==> src/design/ptw_pkg.sv <==
`default_nettype none

package ptw_pkg;

    localparam int PHYS_ADDR_BITS = 52;

    localparam int W_ADDR   = 52;
    localparam int W_VA     = 57;
    localparam int W_ENTRY  = 64;
    localparam int W_STATUS = 2;
    localparam int W_LEVEL  = 3;
    localparam int W_SIZE   = 2;
    localparam int W_IDX    = 9;
    localparam int PAGE_BITS = 12;

    // slave tdata: root_table, virtual_address, entry_value, read_ok
    localparam int S_ROOT_LSB  = 0;
    localparam int S_VA_LSB    = S_ROOT_LSB + W_ADDR;
    localparam int S_ENTRY_LSB = S_VA_LSB + W_VA;
    localparam int S_OK_BIT    = S_ENTRY_LSB + W_ENTRY;
    localparam int W_S_DATA    = ((S_OK_BIT + 1 + 7) / 8) * 8;

    // master tdata: request_address, physical_address, status, fail_level, page_size
    localparam int M_REQ_LSB    = 0;
    localparam int M_PA_LSB     = M_REQ_LSB + W_ADDR;
    localparam int M_STATUS_LSB = M_PA_LSB + W_ADDR;
    localparam int M_FAIL_LSB   = M_STATUS_LSB + W_STATUS;
    localparam int M_SIZE_LSB   = M_FAIL_LSB + W_LEVEL;
    localparam int M_USED       = M_SIZE_LSB + W_SIZE;
    localparam int W_M_DATA     = ((M_USED + 7) / 8) * 8;

    localparam int W_PADDR = 3;
    localparam int W_PDATA = 32;
    localparam logic REG_FIVE_LEVEL = 1'b0;

    localparam logic KIND_START = 1'b0;
    localparam logic KIND_REPLY = 1'b1;

    localparam logic RES_REQUEST = 1'b0;
    localparam logic RES_FINISH  = 1'b1;

    localparam logic [W_STATUS-1:0] ST_OK          = 2'd0;
    localparam logic [W_STATUS-1:0] ST_READ_FAIL   = 2'd1;
    localparam logic [W_STATUS-1:0] ST_NOT_PRESENT = 2'd2;

    localparam logic [W_LEVEL-1:0] LVL_PML5 = 3'd0;
    localparam logic [W_LEVEL-1:0] LVL_PML4 = 3'd1;
    localparam logic [W_LEVEL-1:0] LVL_PDPT = 3'd2;
    localparam logic [W_LEVEL-1:0] LVL_PD   = 3'd3;
    localparam logic [W_LEVEL-1:0] LVL_PT   = 3'd4;

    localparam logic [W_SIZE-1:0] SZ_4K = 2'd0;
    localparam logic [W_SIZE-1:0] SZ_2M = 2'd1;
    localparam logic [W_SIZE-1:0] SZ_1G = 2'd2;

    localparam int BIT_PRESENT = 0;
    localparam int BIT_PS      = 7;

endpackage

`default_nettype wire

==> src/design/x86_64_page_table_walker.sv <==
`default_nettype none

// Page table walker for four-level and five-level x86-64 paging. A start item
// (tuser = 0) carries the root table address and the virtual address; the
// block answers with a request for the first 8-byte table entry (PML5 when
// five_level_mode is set, else PML4). Each reply item (tuser = 1) carries the
// entry read and its read_ok flag; the block answers with the next level's
// request or with a finish item holding the physical address and page size,
// or the failing level and cause. A start during a walk restarts it; a reply
// with no walk running is dropped without a result. One item is taken every
// cycle unless the input stalls: each item passes an input register and then a
// result register, which offers its result. The input stalls only while both
// registers hold an item and the result is not taken. The reply to a request
// may be offered in the cycle after that request is taken. five_level_mode is
// sampled when a start item is processed.
module x86_64_page_table_walker (
    input  wire logic                          i_clk,
    input  wire logic                          i_rst_n,
    input  wire logic                          i_s_axis_tvalid,
    output logic                               o_s_axis_tready,
    // root_table[51:0], virtual_address[108:52], entry_value[172:109], read_ok[173]
    input  wire logic [ptw_pkg::W_S_DATA-1:0]  i_s_axis_tdata,
    // kind
    input  wire logic                          i_s_axis_tuser,
    output logic                               o_m_axis_tvalid,
    input  wire logic                          i_m_axis_tready,
    // request_address[51:0], physical_address[103:52], status[105:104],
    // fail_level[108:106], leaf_size[110:109]
    output logic [ptw_pkg::W_M_DATA-1:0]       o_m_axis_tdata,
    // result_kind
    output logic                               o_m_axis_tuser,
    input  wire logic                          psel,
    input  wire logic                          penable,
    input  wire logic                          pwrite,
    input  wire logic [ptw_pkg::W_PADDR-1:0]   paddr,
    input  wire logic [ptw_pkg::W_PDATA-1:0]   pwdata,
    output logic [ptw_pkg::W_PDATA-1:0]        prdata,
    output logic                               pready
);
    import ptw_pkg::*;

    localparam int W_FRAME = PHYS_ADDR_BITS - PAGE_BITS;

    function automatic logic [W_IDX-1:0] va_index(input logic [W_VA-1:0] va,
                                                 input logic [W_LEVEL-1:0] lvl);
        logic [W_IDX-1:0] idx;
        unique case (lvl)
            LVL_PML5: idx = va[56:48];
            LVL_PML4: idx = va[47:39];
            LVL_PDPT: idx = va[38:30];
            LVL_PD:   idx = va[29:21];
            default:  idx = va[20:12];
        endcase
        return idx;
    endfunction

    logic               r_mode;
    logic               r_busy;
    logic [W_LEVEL-1:0] r_level;
    logic [W_VA-1:0]    r_hva;

    logic               r_in_valid;
    logic               r_in_kind;
    logic [W_FRAME-1:0] r_in_root;
    logic [W_VA-1:0]    r_in_va;
    logic [W_FRAME-1:0] r_in_frame;
    logic               r_in_present;
    logic               r_in_ps;
    logic               r_in_ok;

    logic                r_out_valid;
    logic                r_out_kind;
    logic [W_ADDR-1:0]   r_out_req;
    logic [W_ADDR-1:0]   r_out_pa;
    logic [W_STATUS-1:0] r_out_status;
    logic [W_LEVEL-1:0]  r_out_fail;
    logic [W_SIZE-1:0]   r_out_size;

    logic                      n_busy;
    logic [W_LEVEL-1:0]        n_level;
    logic [W_VA-1:0]           n_hva;
    logic                      n_produce;
    logic                      n_kind;
    logic [PHYS_ADDR_BITS-1:0] n_req;
    logic [PHYS_ADDR_BITS-1:0] n_pa;
    logic [W_STATUS-1:0]       n_status;
    logic [W_LEVEL-1:0]        n_fail;
    logic [W_SIZE-1:0]         n_size;

    logic                      advance;
    logic                      s_take;
    logic                      cfg_write;
    logic [W_LEVEL-1:0]        start_level;
    logic [W_LEVEL-1:0]        next_level;
    logic [PHYS_ADDR_BITS-1:0] page_offset;
    logic [PHYS_ADDR_BITS-1:0] pa_sum;

    assign advance         = r_in_valid && (!r_out_valid || i_m_axis_tready);
    assign o_s_axis_tready = !r_in_valid || advance;
    assign s_take          = i_s_axis_tvalid && o_s_axis_tready;

    assign pready    = 1'b1;
    assign cfg_write = psel && penable && pwrite && pready
                       && (paddr[W_PADDR-1:2] == REG_FIVE_LEVEL);

    always_comb begin
        prdata = '0;
        if (paddr[W_PADDR-1:2] == REG_FIVE_LEVEL) begin
            prdata[0] = r_mode;
        end
    end

    assign start_level = r_mode ? LVL_PML5 : LVL_PML4;
    assign next_level  = r_level + W_LEVEL'(1);

    always_comb begin
        unique case (r_level)
            LVL_PDPT: page_offset = PHYS_ADDR_BITS'(r_hva[29:0]);
            LVL_PD:   page_offset = PHYS_ADDR_BITS'(r_hva[20:0]);
            default:  page_offset = PHYS_ADDR_BITS'(r_hva[11:0]);
        endcase
    end

    assign pa_sum = {r_in_frame, {PAGE_BITS{1'b0}}} + page_offset;

    always_comb begin
        n_busy    = r_busy;
        n_level   = r_level;
        n_hva     = r_hva;
        n_produce = 1'b0;
        n_kind    = RES_REQUEST;
        n_req     = '0;
        n_pa      = '0;
        n_status  = ST_OK;
        n_fail    = LVL_PML5;
        n_size    = SZ_4K;
        if (r_in_kind == KIND_START) begin
            n_hva     = r_in_va;
            n_level   = start_level;
            n_busy    = 1'b1;
            n_produce = 1'b1;
            n_req     = {r_in_root, va_index(r_in_va, start_level), 3'b000};
        end else if (r_busy) begin
            n_produce = 1'b1;
            n_kind    = RES_FINISH;
            n_busy    = 1'b0;
            priority if (!r_in_ok) begin
                n_status = ST_READ_FAIL;
                n_fail   = r_level;
            end else if (!r_in_present) begin
                n_status = ST_NOT_PRESENT;
                n_fail   = r_level;
            end else if (r_level == LVL_PDPT && r_in_ps) begin
                n_pa   = pa_sum;
                n_size = SZ_1G;
            end else if (r_level == LVL_PD && r_in_ps) begin
                n_pa   = pa_sum;
                n_size = SZ_2M;
            end else if (r_level >= LVL_PT) begin
                n_pa   = pa_sum;
                n_size = SZ_4K;
            end else begin
                n_kind  = RES_REQUEST;
                n_busy  = 1'b1;
                n_level = next_level;
                n_req   = {r_in_frame, va_index(r_hva, next_level), 3'b000};
            end
        end
    end

    always_ff @(posedge i_clk) begin
        if (!i_rst_n) begin
            r_mode      <= 1'b0;
            r_busy      <= 1'b0;
            r_level     <= LVL_PML5;
            r_hva       <= '0;
            r_in_valid  <= 1'b0;
            r_out_valid <= 1'b0;
        end else begin
            if (cfg_write) begin
                r_mode <= pwdata[0];
            end
            if (s_take) begin
                r_in_valid <= 1'b1;
            end else if (advance) begin
                r_in_valid <= 1'b0;
            end
            if (advance) begin
                r_busy      <= n_busy;
                r_level     <= n_level;
                r_hva       <= n_hva;
                r_out_valid <= n_produce;
            end else if (i_m_axis_tready) begin
                r_out_valid <= 1'b0;
            end
        end
    end

    always_ff @(posedge i_clk) begin
        if (s_take) begin
            r_in_kind    <= i_s_axis_tuser;
            r_in_root    <= i_s_axis_tdata[S_ROOT_LSB + PAGE_BITS +: W_FRAME];
            r_in_va      <= i_s_axis_tdata[S_VA_LSB +: W_VA];
            r_in_frame   <= i_s_axis_tdata[S_ENTRY_LSB + PAGE_BITS +: W_FRAME];
            r_in_present <= i_s_axis_tdata[S_ENTRY_LSB + BIT_PRESENT];
            r_in_ps      <= i_s_axis_tdata[S_ENTRY_LSB + BIT_PS];
            r_in_ok      <= i_s_axis_tdata[S_OK_BIT];
        end
        if (advance && n_produce) begin
            r_out_kind   <= n_kind;
            r_out_req    <= W_ADDR'(n_req);
            r_out_pa     <= W_ADDR'(n_pa);
            r_out_status <= n_status;
            r_out_fail   <= n_fail;
            r_out_size   <= n_size;
        end
    end

    assign o_m_axis_tvalid = r_out_valid;
    assign o_m_axis_tuser  = r_out_kind;

    always_comb begin
        o_m_axis_tdata = '0;
        o_m_axis_tdata[M_REQ_LSB +: W_ADDR]      = r_out_req;
        o_m_axis_tdata[M_PA_LSB +: W_ADDR]       = r_out_pa;
        o_m_axis_tdata[M_STATUS_LSB +: W_STATUS] = r_out_status;
        o_m_axis_tdata[M_FAIL_LSB +: W_LEVEL]    = r_out_fail;
        o_m_axis_tdata[M_SIZE_LSB +: W_SIZE]     = r_out_size;
    end

endmodule

`default_nettype wire

==> config.mk <==
export PLATFORM = sky130hd
export DESIGN_NAME = x86_64_page_table_walker
export DESIGN_NICKNAME = d
export VERILOG_FILES = /design/src/design/ptw_pkg.sv /design/src/design/x86_64_page_table_walker.sv
export SDC_FILE = /design/constraint.sdc
export NUM_CORES = 1
export LEC_CHECK = 0
export BUFFER_PORTS_ARGS = -buffer_cell sky130_fd_sc_hd__buf_2
export CAP_MARGIN = 20
export CORE_AREA = 2 2 155 157
export DETAILED_ROUTE_END_ITERATION = 6
export DIE_AREA = 0 0 157 159
export HOLD_SLACK_MARGIN = 0.1
export PLACE_DENSITY = 0.85
export RECOVER_POWER = 25
export SYNTH_ARGS = -nofsm -noshare
export SYNTH_HDL_FRONTEND = slang
export SYNTH_SLANG_ARGS = --single-unit
==> constraint.sdc <==
create_clock -name i_clk -period 26 [get_ports i_clk]
set_clock_uncertainty 0.1 [all_clocks]
set_input_delay 3.9 -clock i_clk [delete_from_list [all_inputs] [get_ports i_clk]]
set_output_delay 3.9 -clock i_clk [all_outputs]
set_load 0.05 [all_outputs]
==> results of run 1 <==
==> critical path: cells and delay by family <==
kind	cells	cell delay (ns)
simple gates	2	0.33
buf+inv	2	0.32
==> placed cells by master (no fill, tap or decap), types with 9 or more instances in the layout <==
cell type  instances
inv_1             50
o22ai_1           11
clkbuf_16         31
nor3_1            13
conb_1            36
a21oi_1           80
clkbuf_1           9
and3_1            19
dfxtp_1           64
buf_2            261
nor2b_1           13
mux2i_1           10
a22oi_1           28
ha_1              25
edfxtp_1         250
o21ai_0           49
xnor2_1           24
and2_1             9
nand2_1          190
nand3_1            9
clkinv_1          11
nor2_1            50
==> metal layers <==
metal,wire length [µm],GRT usage (%)
met5,0,0
met4,1220,9.59
met3,2290,3.97
met2,14400,38.5
met1,11800,30.0
==> registers in the layout (all words and copies together), names as in the netlist, 2 cells and up <==
register,count
r_in_root,40
r_out_size,2
r_in_va,57
r_out_status,2
r_in_frame,40
r_out_pa,52
r_out_req,49
r_level,3
r_out_fail,3
r_hva,57
==> through the flow <==
step / area (µm²) / hold WS (ns)
2_1_floorplan: 13000 / 0.332
3_3_place_gp: 14300 / 0.337
3_5_place_dp: 14300 / 0.342
4_1_cts: 15300 / 0.351
5_1_grt: 15300 / 0.366
6_report: 15300 / 0.351
==> area by class of cell <==
| cell class | count | area (µm²) | share of cell area, % |
|---|---|---|---|
| Tap cell | 319 | 399 | 2.60 |
| Multi-Input combinational cell | 643 | 3590 | 23.4 |
| Clock inverter | 17 | 139 | 0.905 |
| Inverter | 51 | 191 | 1.25 |
| Sequential cell | 314 | 8790 | 57.3 |
| Timing Repair Buffer | 269 | 1390 | 9.06 |
| Antenna cell | 4 | 10.0 | 0.0652 |
| Clock buffer | 41 | 843 | 5.49 |
==> power by group <==
part | switching [mW] | total [mW] | internal, mW
logic | 0.0582 | 0.0795 | 0.0213
registers | 0.0108 | 0.576 | 0.565
clock network | 0.181 | 0.428 | 0.247
==> cells by family (layout without fill, tap and decap cells) <==
group	Yosys count	after routing	synth area share [%]
adders and majority gates	26	26	2.59
buffers and inverters	134	378	5.04
DFF	314	314	68.3
other	2	40	0.0583
muxes	10	10	0.778
AOI/OAI and AO/OA	204	204	9.48
and+or+nand+nor	336	336	11.7
xor gates and xnor gates	31	31	2.11
==> path summary, 6_finish.rpt <==
kind                     endpoint  slack [ns]  depth (start not counted)
setup / recovery  o_s_axis_tready       17.45                          4
hold / removal           r_hva[2]        0.35                          2
setup reg to reg    r_out_req[51]       19.99                          6
hold reg to reg          r_hva[2]        0.35                          2
==> qor.csv, run 1 <==
metric,value,unit
CP max stage cell,nor2b_1,
status,finished with violations,
number of fillers in the final layout,1684,
drt first pass iters,5,
Num CTS Buffers,31,
"FFs w/ async S/R, synth",0,%
placed insts,1594,
Longest Clk Path Bufs,3,
synth top area cells,"edfxtp_1, dfxtp_1, nand2_1",
Setup crit start,i_m_axis_tready,
post-synthesis sequential area ratio,68.3,%
reg2reg start,r_in_kind,
pre-CTS setup slack,17.46,ns
post-DP HPWL,20100,µm
share of the synthesized area in the top cell type,58.3,%
Core Box Area,23200,µm²
Placer Congestion,0.931,
f_max,117,MHz
"Top FF cell, synth",edfxtp_1,
synthesized cell area,12900,µm²
final setup fails,0,
library cells used by synthesis,61,
Vias,8833,
fin util,66.2,%
# Max-Cap Violations,1,
period utilisation layout,32.9,%
initial antenna violation count,4,
I/O Buffers,261,
clk_lat worst skew,0.57,ns
Sink Count,314,
Die Footprint,25000,µm²
cell mode on critical path,buf_2,
residual DRC count,0,
die height,159,µm
failing checks,"capacitance limit, slew limit",
first-iteration detailed-routing DRC count,895,
Avg WL per Cell,17.9,µm
Max-slew headroom,-91.4,%
hold wc startpoint,r_hva[2],
Area Growth Syn to Fin,19.2,%
crit path kind,in2out,
number of H-tree branching levels,1,
"Clk pin slew, worst setup/hold paths",0.06,ns
Final Net Count,1555,
VDD IR-drop max,60.1,µV
first-pass GRT wire length,45000,µm
total wire length,29600,µm
hold_buf cts,0,
final worst setup slack,17.45,ns
Synth Register Bits,314,
Commonest cells post-synth,"edfxtp_1, nand2_1, a21oi_1, dfxtp_1, nor2_1",
"count leader, synth",edfxtp_1,
RSZ-0062 raised after global routing,false,
worst slew pin tran,2.87,ns
vias in the first global route,8565,
"Data arrival, critical path",4.55,ns
"EDFF count, synth",250,
layout cells sized above 1,24.4,%
CP peak stage delay,0.22,ns
crit start category,input port,
min-delay worst type,reg2reg,
"Slew Viols, Final",59,
Die X,157,µm
Post-Syn Area per Cell,12.2,µm²
CTS tree,built,
grt total ovfl,0,
post-synthesis cell count,1057,
Tot GR Track Use,23.1,%
setup tns final,0,ns
Setup Buffers After CTS,0,
site row count,56,
Post-Layout Cell Count,1658,
leakage,6.05,nW
DRT antenna net count,0,
"Req. time, crit path",22.00,ns
final hold violation count,0,
post-cts resize count,0,
Synth area leader,edfxtp_1,
PnR Total Power,1.08,mW
DR vias/cell,5.33,
CP Capture Type,output pin,
PwrDens,70.6,nW/µm²
total I/O pin count,367,
Yosys warning count,0,
Root Buffer,clkbuf_16,
largest net degree at the start of global routing,86,
worst-path cell chain,buf_2 -> nor2b_1 -> nand2_1 -> buf_2,
Initial Utilization,55.5,%
crit-path max FO,4,
min Tclk post-route,8.55,ns
Note: power is estimated with default switching activity, not from simulation.
==> run 2: changes to the inputs <==
Settings changed: ABC_AREA set to 1, CORE_AREA 2 2 155 157 to 2 2 171 173, DIE_AREA 0 0 157 159 to 0 0 173 175, PLACE_DENSITY 0.85 to 0.77.
Clock period 26 ns to 7.6 ns, I/O delays scaled along.
==> run 2 against run 1 <==
Net effect: the flow still finishes with violations (capacitance limit, slew limit); cell area increased by 4.9%; register-to-register slack worse by 17 ns; die area up 21%; largest cell class unchanged; largest power group unchanged.
==> qor.csv, run 2 <==
metric,value,unit,change
"EDFF count, synth",250,,unchanged
placed insts,1864,,+17%
"FFs w/ async S/R, synth",0,%,unchanged
Tot GR Track Use,21.0,%,-2.1 points
residual DRC count,0,,unchanged
crit-path max FO,77,,+73
Post-Layout Cell Count,1929,,+16%
Max-slew headroom,-122,%,-31 points
crit path kind,in2reg,,
Avg WL per Cell,16.8,µm,-6.0%
Synth area leader,edfxtp_1,,
post-synthesis sequential area ratio,65.1,%,-3.2 points
DRT antenna net count,0,,unchanged
layout cells sized above 1,22.5,%,-1.9 points
RSZ-0062 raised after global routing,false,,
Core Box Area,28400,µm²,+22%
initial antenna violation count,5,,+1
detailed-routed wire length on met2,15800,µm,+9.6%
drt first pass iters,6,,+1
"count leader, synth",edfxtp_1,,
setup tns final,0,ns,unchanged
period utilisation layout,70.8,%,
"Slew Viols, Final",131,,+120%
Root Buffer,clkbuf_16,,
final hold violation count,0,,unchanged
synthesized cell area,13500,µm²,+4.9%
min-delay worst type,reg2reg,,
total wire length,32400,µm,+9.4%
Synth Register Bits,314,,unchanged
Area Growth Syn to Fin,19.2,%,about the same
FF-to-FF setup slack,2.61,ns,-17.38 ns
main combinational cell family by area after synthesis,simple AND/OR/NAND/NOR gates,,
Synth Area in XOR/XNOR,0.130,%,-2.0 points
status,finished with violations,,
largest net degree at the start of global routing,108,,+26%
complex-gate fraction of the synthesized area,11.2,%,+1.7 points
top sig layer,met5,,
"Clk pin slew, worst setup/hold paths",0.06,ns,about the same
number of fillers in the final layout,2465,,+46%
post-DP HPWL,22700,µm,+13%
Commonest cells post-synth,"edfxtp_1, nand2_1, inv_1, a21oi_1, nor2_1",,
die height,175,µm,+10%
post-synthesis cell count,1255,,+19%
f_max,186,MHz,
synth top area cells,"edfxtp_1, dfxtp_1, nand2_1",,
"Data arrival, critical path",5.41,ns,+0.86 ns
Die X,173,µm,+10%
Post-Syn Area per Cell,10.8,µm²,-12%
# Max-Cap Violations,2,,+1
Synth Area in Simple Gates,13.6,%,+2.0 points
WL met1,13600,µm,+16%
Yosys warning count,0,,unchanged
Vias,9697,,+9.8%
I/O Buffers,261,,unchanged
worst slew pin tran,3.31,ns,+0.440 ns
"most common cell after layout, fill and taps aside",buf_2,,
VDD IR-drop max,192,µV,+220%
post-cts resize count,0,,unchanged
routed length on met3,2230,µm,-2.7%
CP Capture Type,flip-flop,,
Placer Congestion,0.848,,-8.9%
vias in the first global route,9252,,+8.0%
site row count,62,,+11%
"Req. time, crit path",7.63,ns,-14.37 ns
CTS tree,built,,
first-pass GRT wire length,49500,µm,+9.9%
hold_buf cts,0,,unchanged
failing checks,"capacitance limit, slew limit",,
first-iteration detailed-routing DRC count,893,,-0.22%
grt total ovfl,0,,unchanged
final setup fails,0,,unchanged
Num CTS Buffers,35,,+13%
library cells used by synthesis,46,,-25%
mux cell area share after synthesis,0,%,-0.78 points
PwrDens,243,nW/µm²,+240%
DR vias/cell,5.03,,-5.6%
biggest regs,"r_hva: 57 flops, r_in_va: 57 flops, r_out_pa: 52 flops",,
crit start category,input port,,
adder-cell share of the synthesized area,2.46,%,-0.12 points
Final Net Count,1762,,+13%
Longest Clk Path Bufs,3,,unchanged
Setup Buffers After CTS,0,,unchanged
"Top FF cell, synth",edfxtp_1,,
leakage,6.56,nW,+8.4%
total I/O pin count,367,,unchanged
share of the synthesized area in the top cell type,55.6,%,-2.7 points
area of the multi-input gates,3840,µm²,+7.1%
clk_lat worst skew,0.53,ns,-0.04 ns
Sink Count,314,,unchanged
register area,8790,µm²,unchanged
"commonest cells after routing, fill and taps aside","buf_2, edfxtp_1, nand2_1",,
Initial Utilization,47.6,%,-7.9 points
min Tclk post-route,5.38,ns,
number of H-tree branching levels,2,,+1
Die Footprint,30300,µm²,+21%
## run 2: cell count changes in the layout (fill, tap and decap cells not counted), sizes merged, moves of 23 or more
| cell | delta |
|---|---|
| nor2 | +62 |
| nand3 | +42 |
| nand2 | +37 |
| a21oi | +27 |
| o21ai | +51 |
| inv | +96 |
| xnor2 | -23 |
| a22oi | -28 |
## run 2: layout make-up
class | instances | area share (%)
diodes | 3 | 0.0466
clock buffers | 47 | 5.98
clock inverters | 15 | 0.824
inverters | 149 | 3.48
multi-input cells | 752 | 23.9
flip-flops and latches | 314 | 54.6
well taps | 384 | 2.98
repair buffers | 265 | 8.24
## run 2: final timing paths
| path | startpoint | end | depth (start not counted) |
|---|---|---|---|
| setup / recovery | i_m_axis_tready | r_in_root[20] | 6 |
| hold / removal | r_hva[6] | r_hva[6] | 2 |
| setup reg to reg | o_m_axis_tvalid | r_in_root[20] | 4 |
| hold reg to reg | r_hva[6] | r_hva[6] | 2 |
## run 2: worst max-delay path, cell delays in order
cell	delay (ns)
buf_2	0.10
inv_1	0.06
nand3_1	0.11
nand2_1	0.14
clkinvlp_2	2.48
buf_4	1.33
## run 2: metrics by stage
stage | util [%] | instance area, µm² | hold WS, ns | setup WS [ns] | total power, mW
2_1_floorplan | - | 13600 | 0.329 | 2.55 | 2.25
3_3_place_gp | 52.9 | 15000 | 0.340 | 3.56 | 2.33
3_5_place_dp | 52.9 | 15000 | 0.344 | 3.47 | 2.34
4_1_cts | 56.7 | 16100 | 0.354 | 3.70 | 3.95
5_1_grt | 56.7 | 16100 | 0.365 | 1.75 | 4.04
6_report | 56.7 | 16100 | 0.353 | 2.22 | 3.91
## run 2: metal layers
metal / vias up / global-route usage, %
met1: 4455 / 27.3
li1: 4768 / -
met5: - / 0
met4: 6 / 6.11
met2: 404 / 35.8
met3: 64 / 4.05
## run 2: power breakdown
group	leakage, nW	total, mW	switching [mW]	internal [mW]
clock	0.531	1.61	0.673	0.933
combinational	3.13	0.323	0.243	0.0798
sequential	2.90	1.98	0.0372	1.95
total	6.56	3.91	0.954	2.96
## run 2: cell families (layout without fill, tap and decap cells)
group                      count (synthesis)  in the layout
AOI/OAI and AO/OA                        269            269
xor gates and xnor gates                   2              2
adders and majority gates                 26             26
buffers and inverters                    223            476
DFF                                      314            314
other                                      2             39
and+or+nand+nor                          419            419
